### config.mk
export PLATFORM = sky130hd
export DESIGN_NAME = nmea_gga_position_parser
export DESIGN_NICKNAME = d
export VERILOG_FILES = /design/src/rtl/ngga_pkg.sv /design/src/rtl/ngga_to_e7.sv /design/src/rtl/nmea_gga_position_parser.sv
export SDC_FILE = /design/constraint.sdc
export NUM_CORES = 2
export LEC_CHECK = 0
export BUFFER_PORTS_ARGS = -buffer_cell sky130_fd_sc_hd__buf_2
export CORE_MARGIN = 5
export CORE_UTILIZATION = 45
export CTS_CLUSTER_DIAMETER = 60
export CTS_CLUSTER_SIZE = 30
export DETAILED_ROUTE_END_ITERATION = 10
export HOLD_SLACK_MARGIN = 0.12
export PLACE_DENSITY_LB_ADDON = 0.15
export SLEW_MARGIN = 20
export SYNTH_ARGS = -nofsm -noshare
export SYNTH_HDL_FRONTEND = slang
export SYNTH_HIERARCHICAL = 1
export SYNTH_SLANG_ARGS = --single-unit
### constraint.sdc
create_clock -name clk -period 25.6 [get_ports clk]
set_clock_uncertainty 0.15 [all_clocks]
set_input_delay 7.68 -clock clk [delete_from_list [all_inputs] [get_ports clk]]
set_output_delay 7.68 -clock clk [all_outputs]
set_load 0.005 [all_outputs]
### src/rtl/ngga_pkg.sv
// Constants and helper functions shared by the GGA position parser.
`timescale 1ns / 1ps

package ngga_pkg;

	localparam int unsigned MAX_LINE_CHARS = 99;
	localparam int unsigned FRACTION_DIGITS = 5;

	localparam int unsigned ACC_W = 34;
	localparam int unsigned POS_W = 35;
	localparam int unsigned LEN_W = $clog2(MAX_LINE_CHARS + 1);
	localparam int unsigned FIELD_W = 4;
	localparam int unsigned FIELD_MAX = 15;
	localparam int unsigned FRAC_W = $clog2(FRACTION_DIGITS + 1);
	localparam int unsigned PREFIX_W = 3;
	localparam int unsigned PREFIX_LEN = 6;

	localparam logic [7:0] CH_NUL = 8'h00;
	localparam logic [7:0] CH_LF = 8'h0A;
	localparam logic [7:0] CH_CR = 8'h0D;
	localparam logic [7:0] CH_COMMA = 8'h2C;
	localparam logic [7:0] CH_POINT = 8'h2E;
	localparam logic [7:0] CH_ZERO = 8'h30;
	localparam logic [7:0] CH_NINE = 8'h39;
	localparam logic [7:0] CH_S = 8'h53;
	localparam logic [7:0] CH_W = 8'h57;
	localparam logic [7:0] CH_DOLLAR = 8'h24;
	localparam logic [7:0] CH_G = 8'h47;
	localparam logic [7:0] CH_P = 8'h50;
	localparam logic [7:0] CH_A = 8'h41;

	function automatic longint unsigned ten_pow(input int unsigned k);
		longint unsigned v;
		v = 1;
		for (int unsigned i = 0; i < k; i++) begin
			v = v * 10;
		end
		return v;
	endfunction

	localparam longint unsigned ACC_MAX = (64'd1 << ACC_W) - 64'd1;
	localparam longint unsigned POS_MAX = (64'd1 << ACC_W) - 64'd1;
	localparam int unsigned PAD_W = $clog2(ten_pow(FRACTION_DIGITS) + 1);

	// Degrees split: value / (100 * 10^F), done by a reciprocal multiply.
	localparam longint unsigned UNIT = 100 * ten_pow(FRACTION_DIGITS);
	localparam int unsigned UNIT_W = $clog2(UNIT + 1);
	localparam longint unsigned R1 = (64'd1 << ACC_W) / UNIT;
	localparam int unsigned R1_W = $clog2(R1 + 1);
	localparam int unsigned DEG_W = $clog2(ACC_MAX / UNIT + 1);
	localparam int unsigned REM_W = $clog2(2 * UNIT);

	// Minutes to degrees: minutes * 10^(7-F) / 60.
	localparam longint unsigned E7 = 10000000;
	localparam int unsigned E7_W = $clog2(E7 + 1);
	localparam longint unsigned SCALE = ten_pow(7 - FRACTION_DIGITS);
	localparam int unsigned SCALE_W = $clog2(SCALE + 1);
	localparam int unsigned Y_W = $clog2(UNIT * SCALE);
	localparam longint unsigned MIN_DIV = 60;
	localparam int unsigned MIN_DIV_W = $clog2(MIN_DIV + 1);
	localparam longint unsigned R2 = (64'd1 << Y_W) / MIN_DIV;
	localparam int unsigned R2_W = $clog2(R2 + 1);
	localparam int unsigned T_W = $clog2((UNIT * SCALE) / MIN_DIV + 2);
	localparam int unsigned REM2_W = $clog2(2 * MIN_DIV);
	localparam int unsigned SUM_W = $clog2((ACC_MAX / UNIT) * E7 + (UNIT * SCALE) / MIN_DIV + 1);

	localparam int unsigned CONV_LAT = 8;

	function automatic logic [7:0] gga_tag(input logic [PREFIX_W-1:0] idx);
		logic [7:0] ch;
		unique case (idx)
			3'd0: ch = CH_DOLLAR;
			3'd1: ch = CH_G;
			3'd2: ch = CH_P;
			3'd3: ch = CH_G;
			3'd4: ch = CH_G;
			3'd5: ch = CH_A;
			default: ch = CH_NUL;
		endcase
		return ch;
	endfunction

	// Factor that scales a number with cnt fraction digits to FRACTION_DIGITS.
	function automatic logic [PAD_W-1:0] pad_factor(input logic [FRAC_W-1:0] cnt);
		logic [PAD_W-1:0] v;
		v = PAD_W'(1);
		for (int unsigned i = 0; i < FRACTION_DIGITS; i++) begin
			if (FRAC_W'(i) >= cnt) begin
				v = PAD_W'(v * PAD_W'(10));
			end
		end
		return v;
	endfunction

endpackage

### src/rtl/ngga_to_e7.sv
// Pipelined conversion of a ddmm.mmmmm accumulator to signed degrees times 10^7.
`timescale 1ns / 1ps

module ngga_to_e7 (
	input  logic                                clk,
	input  logic                                en,
	input  logic [ngga_pkg::ACC_W-1:0]          x,
	input  logic                                neg,
	output logic signed [ngga_pkg::POS_W-1:0]   e7
);
	import ngga_pkg::*;

	localparam logic [R1_W-1:0] R1_C = R1_W'(R1);
	localparam logic [UNIT_W-1:0] UNIT_C = UNIT_W'(UNIT);
	localparam logic [SCALE_W-1:0] SCALE_C = SCALE_W'(SCALE);
	localparam logic [E7_W-1:0] E7_C = E7_W'(E7);
	localparam logic [R2_W-1:0] R2_C = R2_W'(R2);
	localparam logic [MIN_DIV_W-1:0] DIV_C = MIN_DIV_W'(MIN_DIV);

	logic [ACC_W-1:0]   x_s1, x_s2;
	logic [DEG_W-1:0]   q0_s2, q0_s3, q_s4;
	logic [REM_W-1:0]   r0_s3, r_s4;
	logic [Y_W-1:0]     y_s5, y_s6;
	logic [SUM_W-1:0]   deg_s5, deg_s6, deg_s7, sum_s8;
	logic [T_W-1:0]     t0_s6, t0_s7;
	logic [REM2_W-1:0]  rem_s7;
	logic [CONV_LAT-1:0] neg_q;

	logic [ACC_W+R1_W-1:0]     p1;
	logic [ACC_W-1:0]          qu;
	logic [Y_W+R2_W-1:0]       p2;
	logic [Y_W-1:0]            t60;
	logic [63:0]               sum64;
	logic [ACC_W-1:0]          mag;

	assign p1 = x_s1 * R1_C;
	assign qu = ACC_W'(q0_s2 * UNIT_C);
	assign p2 = y_s5 * R2_C;
	assign t60 = Y_W'(t0_s6 * DIV_C);

	always_ff @(posedge clk) begin
		if (en) begin
			x_s1 <= x;
			q0_s2 <= DEG_W'(p1 >> ACC_W);
			x_s2 <= x_s1;
			r0_s3 <= REM_W'(x_s2 - qu);
			q0_s3 <= q0_s2;
			if (r0_s3 >= REM_W'(UNIT)) begin
				q_s4 <= DEG_W'(q0_s3 + 1'b1);
				r_s4 <= REM_W'(r0_s3 - REM_W'(UNIT));
			end else begin
				q_s4 <= q0_s3;
				r_s4 <= r0_s3;
			end
			y_s5 <= Y_W'(r_s4 * SCALE_C);
			deg_s5 <= SUM_W'(q_s4 * E7_C);
			t0_s6 <= T_W'(p2 >> Y_W);
			y_s6 <= y_s5;
			deg_s6 <= deg_s5;
			rem_s7 <= REM2_W'(y_s6 - t60);
			t0_s7 <= t0_s6;
			deg_s7 <= deg_s6;
			sum_s8 <= SUM_W'(deg_s7 + SUM_W'(t0_s7) +
				SUM_W'(rem_s7 >= REM2_W'(MIN_DIV)));
			neg_q <= {neg_q[CONV_LAT-2:0], neg};
		end
	end

	always_comb begin
		sum64 = 64'(sum_s8);
		mag = (sum64 > POS_MAX) ? ACC_W'(POS_MAX) : sum64[ACC_W-1:0];
		e7 = neg_q[CONV_LAT-1] ? -$signed({1'b0, mag}) : $signed({1'b0, mag});
	end

endmodule

### src/rtl/nmea_gga_position_parser.sv
// Top level: GGA sentence parser that turns received bytes into a position fix.
`timescale 1ns / 1ps

//  channel   handshake                fields
//  input     in_valid / in_stall      rx_byte
//  output    out_valid / out_stall    fix_valid, latitude_e7, longitude_e7
//
// One byte is accepted per cycle through a registered input stage, unless in_stall holds it.
// A result passes through the eight-stage degrees conversion pipeline and the
// position register before out_valid is raised.
// Reset clears the line state and the stored position to zero.
// While a result waits, bytes keep flowing; only a line feed that needs a
// conversion slot waits in the input stage.

module nmea_gga_position_parser (
	input  logic                                clk,
	input  logic                                arst_n,
	input  logic                                in_valid,
	output logic                                in_stall,
	input  logic [7:0]                          rx_byte,
	output logic                                out_valid,
	input  logic                                out_stall,
	output logic                                fix_valid,
	output logic signed [ngga_pkg::POS_W-1:0]   latitude_e7,
	output logic signed [ngga_pkg::POS_W-1:0]   longitude_e7
);
	import ngga_pkg::*;

	logic [7:0]          byte_s1;
	logic                bvalid_s1;

	logic [PREFIX_W-1:0] prefix_q, prefix_d;
	logic                failed_q, failed_d;
	logic [LEN_W-1:0]    len_q, len_d;
	logic [FIELD_W-1:0]  field_q, field_d;
	logic [ACC_W-1:0]    lat_q, lat_d, lon_q, lon_d;
	logic [FRAC_W-1:0]   frac_q, frac_d;
	logic                point_q, point_d, ended_q, ended_d;
	logic [3:0]          nz_q, nz_d;
	logic                south_q, south_d, west_q, west_d;
	logic [1:0]          dir_q, dir_d;

	logic                adv, is_lf, emit, need_slot, consume, step, launch, in_acc;
	logic                is_digit, hit;
	logic [ACC_W-1:0]    acc_src, pad_val, push_val, x_lat, x_lon;
	logic [ACC_W+PAD_W-1:0] pad_prod;
	logic [ACC_W+3:0]    push_sum;
	logic [1:0]          nz_idx;

	logic [CONV_LAT-1:0] conv_vld_q, conv_ok_q;
	logic signed [POS_W-1:0] lat_e7, lon_e7;
	logic                out_valid_q, stored_valid_q;
	logic signed [POS_W-1:0] stored_lat_q, stored_lon_q;

	assign adv = !out_valid_q || !out_stall;
	assign is_lf = (byte_s1 == CH_LF);
	assign emit = (prefix_q == PREFIX_W'(PREFIX_LEN)) && !failed_q;
	assign need_slot = is_lf && emit;
	assign consume = !need_slot || adv;
	assign step = bvalid_s1 && consume;
	assign launch = step && need_slot;
	assign in_stall = bvalid_s1 && !consume;
	assign in_acc = in_valid && !in_stall;

	assign acc_src = (field_q == FIELD_W'(4)) ? lon_q : lat_q;
	assign pad_prod = acc_src * pad_factor(frac_q);
	assign pad_val = (pad_prod[ACC_W+PAD_W-1:ACC_W] != '0) ? ACC_W'(ACC_MAX)
		: pad_prod[ACC_W-1:0];
	assign push_sum = ({4'b0, acc_src} << 3) + ({4'b0, acc_src} << 1)
		+ (ACC_W+4)'(byte_s1[3:0]);
	assign push_val = (push_sum[ACC_W+3:ACC_W] != '0) ? ACC_W'(ACC_MAX)
		: push_sum[ACC_W-1:0];
	assign is_digit = (byte_s1 >= CH_ZERO) && (byte_s1 <= CH_NINE);
	assign nz_idx = field_q[1:0] - 2'd2;
	assign x_lat = (field_q == FIELD_W'(2)) ? pad_val : lat_q;
	assign x_lon = (field_q == FIELD_W'(4)) ? pad_val : lon_q;

	always_comb begin
		prefix_d = prefix_q;
		failed_d = failed_q;
		len_d = len_q;
		field_d = field_q;
		lat_d = lat_q;
		lon_d = lon_q;
		frac_d = frac_q;
		point_d = point_q;
		ended_d = ended_q;
		nz_d = nz_q;
		south_d = south_q;
		west_d = west_q;
		dir_d = dir_q;
		hit = 1'b0;
		if (step) begin
			if (is_lf) begin
				prefix_d = '0;
				failed_d = 1'b0;
				len_d = '0;
				field_d = '0;
				lat_d = '0;
				lon_d = '0;
				frac_d = '0;
				point_d = 1'b0;
				ended_d = 1'b0;
				nz_d = '0;
				south_d = 1'b0;
				west_d = 1'b0;
				dir_d = '0;
			end else if (byte_s1 != CH_CR && len_q < LEN_W'(MAX_LINE_CHARS)) begin
				if (!failed_q && prefix_q < PREFIX_W'(PREFIX_LEN)) begin
					if (byte_s1 == gga_tag(prefix_q)) begin
						prefix_d = prefix_q + 1'b1;
					end else begin
						failed_d = 1'b1;
					end
				end
				if (byte_s1 == CH_NUL) begin
					len_d = LEN_W'(MAX_LINE_CHARS);
				end else begin
					len_d = len_q + 1'b1;
					if (byte_s1 == CH_COMMA) begin
						if (field_q == FIELD_W'(2)) begin
							lat_d = pad_val;
						end
						if (field_q == FIELD_W'(4)) begin
							lon_d = pad_val;
						end
						if (field_q < FIELD_W'(FIELD_MAX)) begin
							field_d = field_q + 1'b1;
						end
						frac_d = '0;
						point_d = 1'b0;
						ended_d = 1'b0;
						dir_d = '0;
					end else begin
						if (field_q >= FIELD_W'(2) && field_q <= FIELD_W'(5)) begin
							nz_d[nz_idx] = 1'b1;
						end
						if ((field_q == FIELD_W'(2) || field_q == FIELD_W'(4)) && !ended_q) begin
							if (is_digit) begin
								if (!point_q || frac_q < FRAC_W'(FRACTION_DIGITS)) begin
									if (field_q == FIELD_W'(4)) begin
										lon_d = push_val;
									end else begin
										lat_d = push_val;
									end
									if (point_q) begin
										frac_d = frac_q + 1'b1;
									end
								end
							end else if (byte_s1 == CH_POINT && !point_q) begin
								point_d = 1'b1;
							end else begin
								ended_d = 1'b1;
							end
						end
						if (field_q == FIELD_W'(3) || field_q == FIELD_W'(5)) begin
							hit = (dir_q == 2'd0) &&
								(byte_s1 == ((field_q == FIELD_W'(5)) ? CH_W : CH_S));
							if (field_q == FIELD_W'(3)) begin
								south_d = hit;
							end else begin
								west_d = hit;
							end
							if (dir_q < 2'd2) begin
								dir_d = dir_q + 1'b1;
							end
						end
					end
				end
			end
		end
	end

	always_ff @(posedge clk or negedge arst_n) begin
		if (!arst_n) begin
			bvalid_s1 <= 1'b0;
			prefix_q <= '0;
			failed_q <= 1'b0;
			len_q <= '0;
			field_q <= '0;
			lat_q <= '0;
			lon_q <= '0;
			frac_q <= '0;
			point_q <= 1'b0;
			ended_q <= 1'b0;
			nz_q <= '0;
			south_q <= 1'b0;
			west_q <= 1'b0;
			dir_q <= '0;
		end else begin
			if (in_acc) begin
				bvalid_s1 <= 1'b1;
			end else if (step) begin
				bvalid_s1 <= 1'b0;
			end
			prefix_q <= prefix_d;
			failed_q <= failed_d;
			len_q <= len_d;
			field_q <= field_d;
			lat_q <= lat_d;
			lon_q <= lon_d;
			frac_q <= frac_d;
			point_q <= point_d;
			ended_q <= ended_d;
			nz_q <= nz_d;
			south_q <= south_d;
			west_q <= west_d;
			dir_q <= dir_d;
		end
	end

	always_ff @(posedge clk) begin
		if (in_acc) begin
			byte_s1 <= rx_byte;
		end
	end

	ngga_to_e7 u_lat (
		.clk (clk),
		.en  (adv),
		.x   (x_lat),
		.neg (south_q),
		.e7  (lat_e7)
	);

	ngga_to_e7 u_lon (
		.clk (clk),
		.en  (adv),
		.x   (x_lon),
		.neg (west_q),
		.e7  (lon_e7)
	);

	always_ff @(posedge clk or negedge arst_n) begin
		if (!arst_n) begin
			conv_vld_q <= '0;
			conv_ok_q <= '0;
			out_valid_q <= 1'b0;
			stored_valid_q <= 1'b0;
			stored_lat_q <= '0;
			stored_lon_q <= '0;
		end else if (adv) begin
			conv_vld_q <= {conv_vld_q[CONV_LAT-2:0], launch};
			conv_ok_q <= {conv_ok_q[CONV_LAT-2:0], nz_q == 4'hF};
			out_valid_q <= conv_vld_q[CONV_LAT-1];
			if (conv_vld_q[CONV_LAT-1]) begin
				if (conv_ok_q[CONV_LAT-1]) begin
					stored_valid_q <= 1'b1;
					stored_lat_q <= lat_e7;
					stored_lon_q <= lon_e7;
				end else begin
					stored_valid_q <= 1'b0;
				end
			end
		end
	end

	assign out_valid = out_valid_q;
	assign fix_valid = stored_valid_q;
	assign latitude_e7 = stored_lat_q;
	assign longitude_e7 = stored_lon_q;

endmodule
After elaboration in Yosys (flattened, before gate mapping)
Index checks and enable logic that the tools add are counted.
{ "word_totals": {"ff_bits": 907, "in_bits": 12, "output_inout_bits": 73} }
{ "op_classes": {"n_addsub": 22, "multipliers": 17, "n_lt_le_gt_ge": 22, "n_eq_ne": 24, "mux": 106, "bitwise_logic": 1, "reduce_logical": 65} }
{ "op_table": {"columns": ["cell", "n"], "rows": [
  ["34-bit 2-to-1 mux", 23],
  ["28-bit by 25-bit multiplier with 52-bit output (second input constant)", 2],
  ["34-bit by 11-bit multiplier with 45-bit output (second input constant)", 2],
  ["35-bit by 1-bit adder with 35-bit output", 2],
  ["35-bit by 24-bit adder with 35-bit output", 2],
  ["35-bit by 34-bit greater-than comparator with 1-bit output (second input constant)", 2],
  ["35-bit 2-to-1 mux", 2],
  ["34-bit negation with 35-bit output", 2],
  ["17-bit by 3-bit multiplier with 16-bit output (second input constant)", 4],
  ["17-bit 2-to-1 mux", 4],
  ["11-bit by 17-bit multiplier with 28-bit output (second input constant)", 2],
  ["25-bit by 5-bit multiplier with 28-bit output (second input constant)", 2],
  ["34-bit by 17-bit multiplier with 51-bit output", 1],
  ["25-bit by 24-bit >= comparator with 1-bit output (second input constant)", 2],
  ["25-bit 2-to-1 mux", 2],
  ["25-bit by 24-bit subtractor with 25-bit output (second input constant)", 2],
  ["25-bit subtractor", 2],
  ["24-bit by 4-bit multiplier with 5-bit output (second input constant)", 2],
  ["4-bit 2-to-1 mux", 11],
  ["3-bit 2-to-1 mux", 13],
  ["37-bit by 35-bit adder with 38-bit output", 1],
  ["38-bit by 4-bit adder with 38-bit output", 1],
  ["11-bit by 17-bit multiplier with 18-bit output (second input constant)", 2],
  ["1-bit 2-to-1 mux", 34],
  ["59 further kinds", 135]
]} }

Logic depth before layout (Yosys ltp)
{ "depth": {"ltp_word": 18, "ltp_mapped": 53} }

Modules after synthesis
The synthesis kept the hierarchy.
{ "by_module_without_submodules": {"columns": ["mod", "instances", "cells_each", "area_each_um2"], "rows": [
  ["ngga_to_e7 (u_lat)", 1, 3065, 34471.8],
  ["ngga_to_e7 (u_lon)", 1, 3084, 34454.3],
  ["nmea_gga_position_parser", 1, 3868, 32254.7]
]} }

Worst setup path before layout
No wires, ideal clock.
{ "synth_path": {"path_type": "input to register", "from": "in out_stall", "to": "reg u_lat.deg_s5[10], enable pin", "setup_time_ns": 1.350, "arrival_time_ns": 27.362, "required_time_ns": 24.100, "slack_ns": -3.261, "path_stages": 4, "path_buffers": 2, "cell_sequence": "and2_1 > clkbuf_1 > inv_2 > buf_1"} }
{ "synth_via": {"elab_chain_len": 2} }
{ "synth_lines": {"columns": ["element", "line", "source"], "rows": [
  ["start, declared", "nmea_gga_position_parser.sv:22", "input logic out_stall,"],
  ["1-bit zero test", "nmea_gga_position_parser.sv:55", "assign adv = !out_valid_q || !out_stall;"],
  ["1-bit logical OR", "nmea_gga_position_parser.sv:55", null],
  ["net adv", "nmea_gga_position_parser.sv:43", "logic adv, is_lf, emit, need_slot, consume, step, launch, in_acc;"],
  ["end signal, assigned", "ngga_to_e7.sv:56", "deg_s5 <= SUM_W'(q_s4 * E7_C);"],
  ["end, declared", "ngga_to_e7.sv:24", "logic [SUM_W-1:0] deg_s5, deg_s6, deg_s7, sum_s8;"]
]} }
The timed path passes the listed nets, and every way through them passes these cells.
A chain may end at the register's enable or synchronous reset.

Worst setup path after layout
{ "layout_path": {"from": "in out_stall", "to": "out in_stall"} }
{ "layout_via": {"elab_chain_len": 5} }
{ "layout_lines": {"columns": ["element", "line", "source"], "rows": [
  ["1-bit zero test", "nmea_gga_position_parser.sv:55", null],
  ["1-bit logical OR", "nmea_gga_position_parser.sv:55", null],
  ["1-bit logical OR", "nmea_gga_position_parser.sv:59", "assign consume = !need_slot || adv;"],
  ["1-bit zero test", "nmea_gga_position_parser.sv:62", "assign in_stall = bvalid_s1 && !consume;"],
  ["1-bit logical AND", "nmea_gga_position_parser.sv:62", null],
  ["end, declared", "nmea_gga_position_parser.sv:19", "output logic in_stall,"]
]} }
No other way between the ends.

==> qor.yml <==
outcome:
  status: "finished clean"
setup_path:
  worst_path_most_repeated_cell: "buf_2"
  critPathMaxStageDelay_ns: 0.63
  cp_slowest_cell: "and2_1"
  r2r_cells: 48
  critPathKind: "input pin to primary output"
  crit_path_start_kind: "input pin"
  crit_start: "out_stall"
  critical_path.max_fanout: 80
  worst-path-stages: 5
  r2r_end: "u_lat/x_s1[9]"
  critPathCaptureType: "primary output"
  endpoint: "in_stall"
  cp.required_ns: 17.77
  cp_cell_sequence: "buf_2 -> and2_1 -> inv_8 -> nor2_1 -> buf_2"
  r2r_slack_ns: 11.09
  critPathTopFamily: "simple AND/OR/NAND/NOR gates"
  worstPathArrival_ns: 9.23
  r2r_start: "frac_q[0]"
  cp_num_buf_inv: 3
floorplanning:
  core_mm2: 0.2242
  initial_core_util: 0.4512
  die_w_um: 484.2
  io_pins: 85
  row_count: 174
  dieArea_mm2: 0.2344
  die_height_um: 484.2
clocking:
  ctsResizeCount: 0
  htreeDepth: 3
  insertion_delay_ns: 0.74
  clockBufferDepth: 3
  clock_sinks: 903
  cts_tree: "yes"
  numCtsBuffers: 82
  cts_hold_buf: 0
  root_buffer: "clkbuf_16"
  cts_setup_buffers: 0
  path_clk_slew_ns: 0.10
finish:
  nFillCells: 20840
  area_delta_synth_final_pct: 6.980
  final_nets: 12670
  drive_gt1_frac: 0.04732
place:
  dp_hpwl_mm: 193.9
  portBuffers: 84
  gp_congestion: 0.9209
global_routing:
  grt_first_pass_wirelength_mm: 390.8
  grtUsageMet1: 0.2617
  grt_start_max_net_pins: 119
  grt-ovfl-total: 0
  use_met3: 0.02033
  grt_pass1_vias: 73730
  use_met2: 0.3588
  grt.busiest_layer: "met2"
  grt_use_total: 0.2053
  antenna_found_initial: 1
route:
  firstDrtPassIters: 6
  vias: 68950
  via_per_inst: 5.274
  wl_per_cell_um: 18.29
  drc: 0
  wirelength_mm: 239.1
  ant_nets: 0
  drt_iter0_drc: 3565
timing:
  finalSetupTns_ns: 0
  relSlewSlack: 0.2495
  maxSlewViolCount: 0
  final_hold_viol_count: 0
  max_freq_mhz: 58.62
  rsz0062_at_grt: "no"
  setup_viol: 0
  worst_pin_slew_ns: 1.126
  period_needed_ns: 17.06
  post-route-period-util: 0.6663
yosys:
  synth_edf_count: 718
  syn_nets: 12680
  synthCells: 10020
  synth_cell_type_count: 106
  yosysSeqAreaShare: 0.2588
  ys.flop_type: "edfxtp_1"
  yosysWarnings: 6
  netlist_area_mm2: 0.1012
  avgSynthCellArea_um2: 10.10
  yosys_register_bits: 903
  async_flop_share: 0.2049
hold_path:
  hold_class: "register to register"
run:
  drv_cap: 0
flip-flops by register name (all words and copies together), names as in the netlist, 34 cells and up:
signal,cells
u_lat/x_s1,34
u_lat/sum_s8,35
latitude_e7,35
u_lon/sum_s8,35
lon_q,34
longitude_e7,35
u_lon/x_s1,34
lat_q,34
logic make-up after synthesis:
group	count (synthesis)	synth area share
multiplexers	107	0.01150
flip-flops	903	0.2588
AND/OR/NAND/NOR	2130	0.09622
XOR/XNOR	474	0.04103
adder cells (fa/ha/maj)	2648	0.4126
AO/OA/AOI/OAI	1459	0.09419
buffers and inverters	2296	0.08566
cells in the mapped netlist (33+ instances only):
| cell type | number | area share |
|---|---|---|
| o21a_1 | 49 | 0.0036 |
| ha_1 | 1501 | 0.19 |
| a21oi_1 | 390 | 0.019 |
| nand3_1 | 128 | 0.0063 |
| nor3_1 | 128 | 0.0063 |
| xor2_1 | 181 | 0.016 |
| nand4_1 | 68 | 0.0042 |
| o21bai_1 | 36 | 0.0027 |
| fa_1 | 1147 | 0.23 |
| nand2_1 | 760 | 0.028 |
| mux2i_1 | 33 | 0.0033 |
| nor2b_1 | 53 | 0.0033 |
| mux2_2 | 74 | 0.0082 |
| edfxtp_1 | 718 | 0.21 |
| a22o_1 | 55 | 0.0048 |
| and3_1 | 81 | 0.0050 |
| a21o_1 | 171 | 0.013 |
| a31oi_1 | 105 | 0.0065 |
| and2_1 | 41 | 0.0025 |
| a41oi_1 | 61 | 0.0053 |
| dfrtp_1 | 185 | 0.046 |
| or3_1 | 35 | 0.0022 |
| clkbuf_1 | 213 | 0.0079 |
| nor2_1 | 643 | 0.024 |
| xnor2_1 | 293 | 0.025 |
| o21ai_0 | 283 | 0.014 |
| a211oi_1 | 46 | 0.0034 |
| nand2b_1 | 53 | 0.0033 |
| inv_1 | 2049 | 0.076 |
per-stage QoR:
stage	std cells	instance area (µm²)	hold WS [ns]	util	setup WS [ns]
after floorplan	10020	101200	0.2503	-	7.252
after global placement	12920	105100	0.2506	0.4686	8.565
after detailed placement	12920	105100	0.2545	0.4686	8.515
after CTS	13070	108200	0.2123	0.4827	8.511
after global routing	13070	108200	0.2146	0.4827	8.332
final	13070	108200	0.2308	0.4827	8.542
cells in the final DEF, fill, tap and decap left out, types with 180 or more instances in the layout:
cell type  instances
edfxtp_1         718
inv_1           2049
nor2_1           636
o21ai_0          282
xnor2_1          290
ha_1            1501
dfrtp_1          185
nand2_1          760
fa_1            1147
a21oi_1          388
xor2_1           180
worst min-delay path by stage:
stage / start / end / depth (start not counted)
2_1_floorplan: u_lat/deg_s5[10] / u_lat/deg_s6[10] / 0
3_3_place_gp: u_lon/t0_s6[6] / u_lon/t0_s7[6] / 0
3_5_place_dp: u_lat/deg_s5[10] / u_lat/deg_s6[10] / 0
4_1_cts: u_lon/deg_s5[11] / u_lon/deg_s6[11] / 0
5_1_grt: u_lon/deg_s5[12] / u_lon/deg_s6[12] / 0
6_report: u_lon/deg_s5[11] / u_lon/deg_s6[11] / 0
metal layers:
layer	vias up	share of wire
met3	381	0.040
met5	-	0
li1	33210	-
met2	1441	0.49
met1	33930	0.43
met4	0	0.043
cell type report:
type / instances / area, µm² / share of cell area
antenna: 1 / 2.502 / 0.00002312
clock buffer: 85 / 2106 / 0.01945
clock inverter: 68 / 1046 / 0.009663
inverter: 2055 / 7721 / 0.07133
multi-input combinational: 6818 / 66490 / 0.6143
sequential: 903 / 26190 / 0.2420
tap: 2992 / 3744 / 0.03459
timing repair buffer: 151 / 944.7 / 0.008727
Power is not shown: default switching activity piles up to over one toggle a cycle in this logic, so the estimate is an artifact.
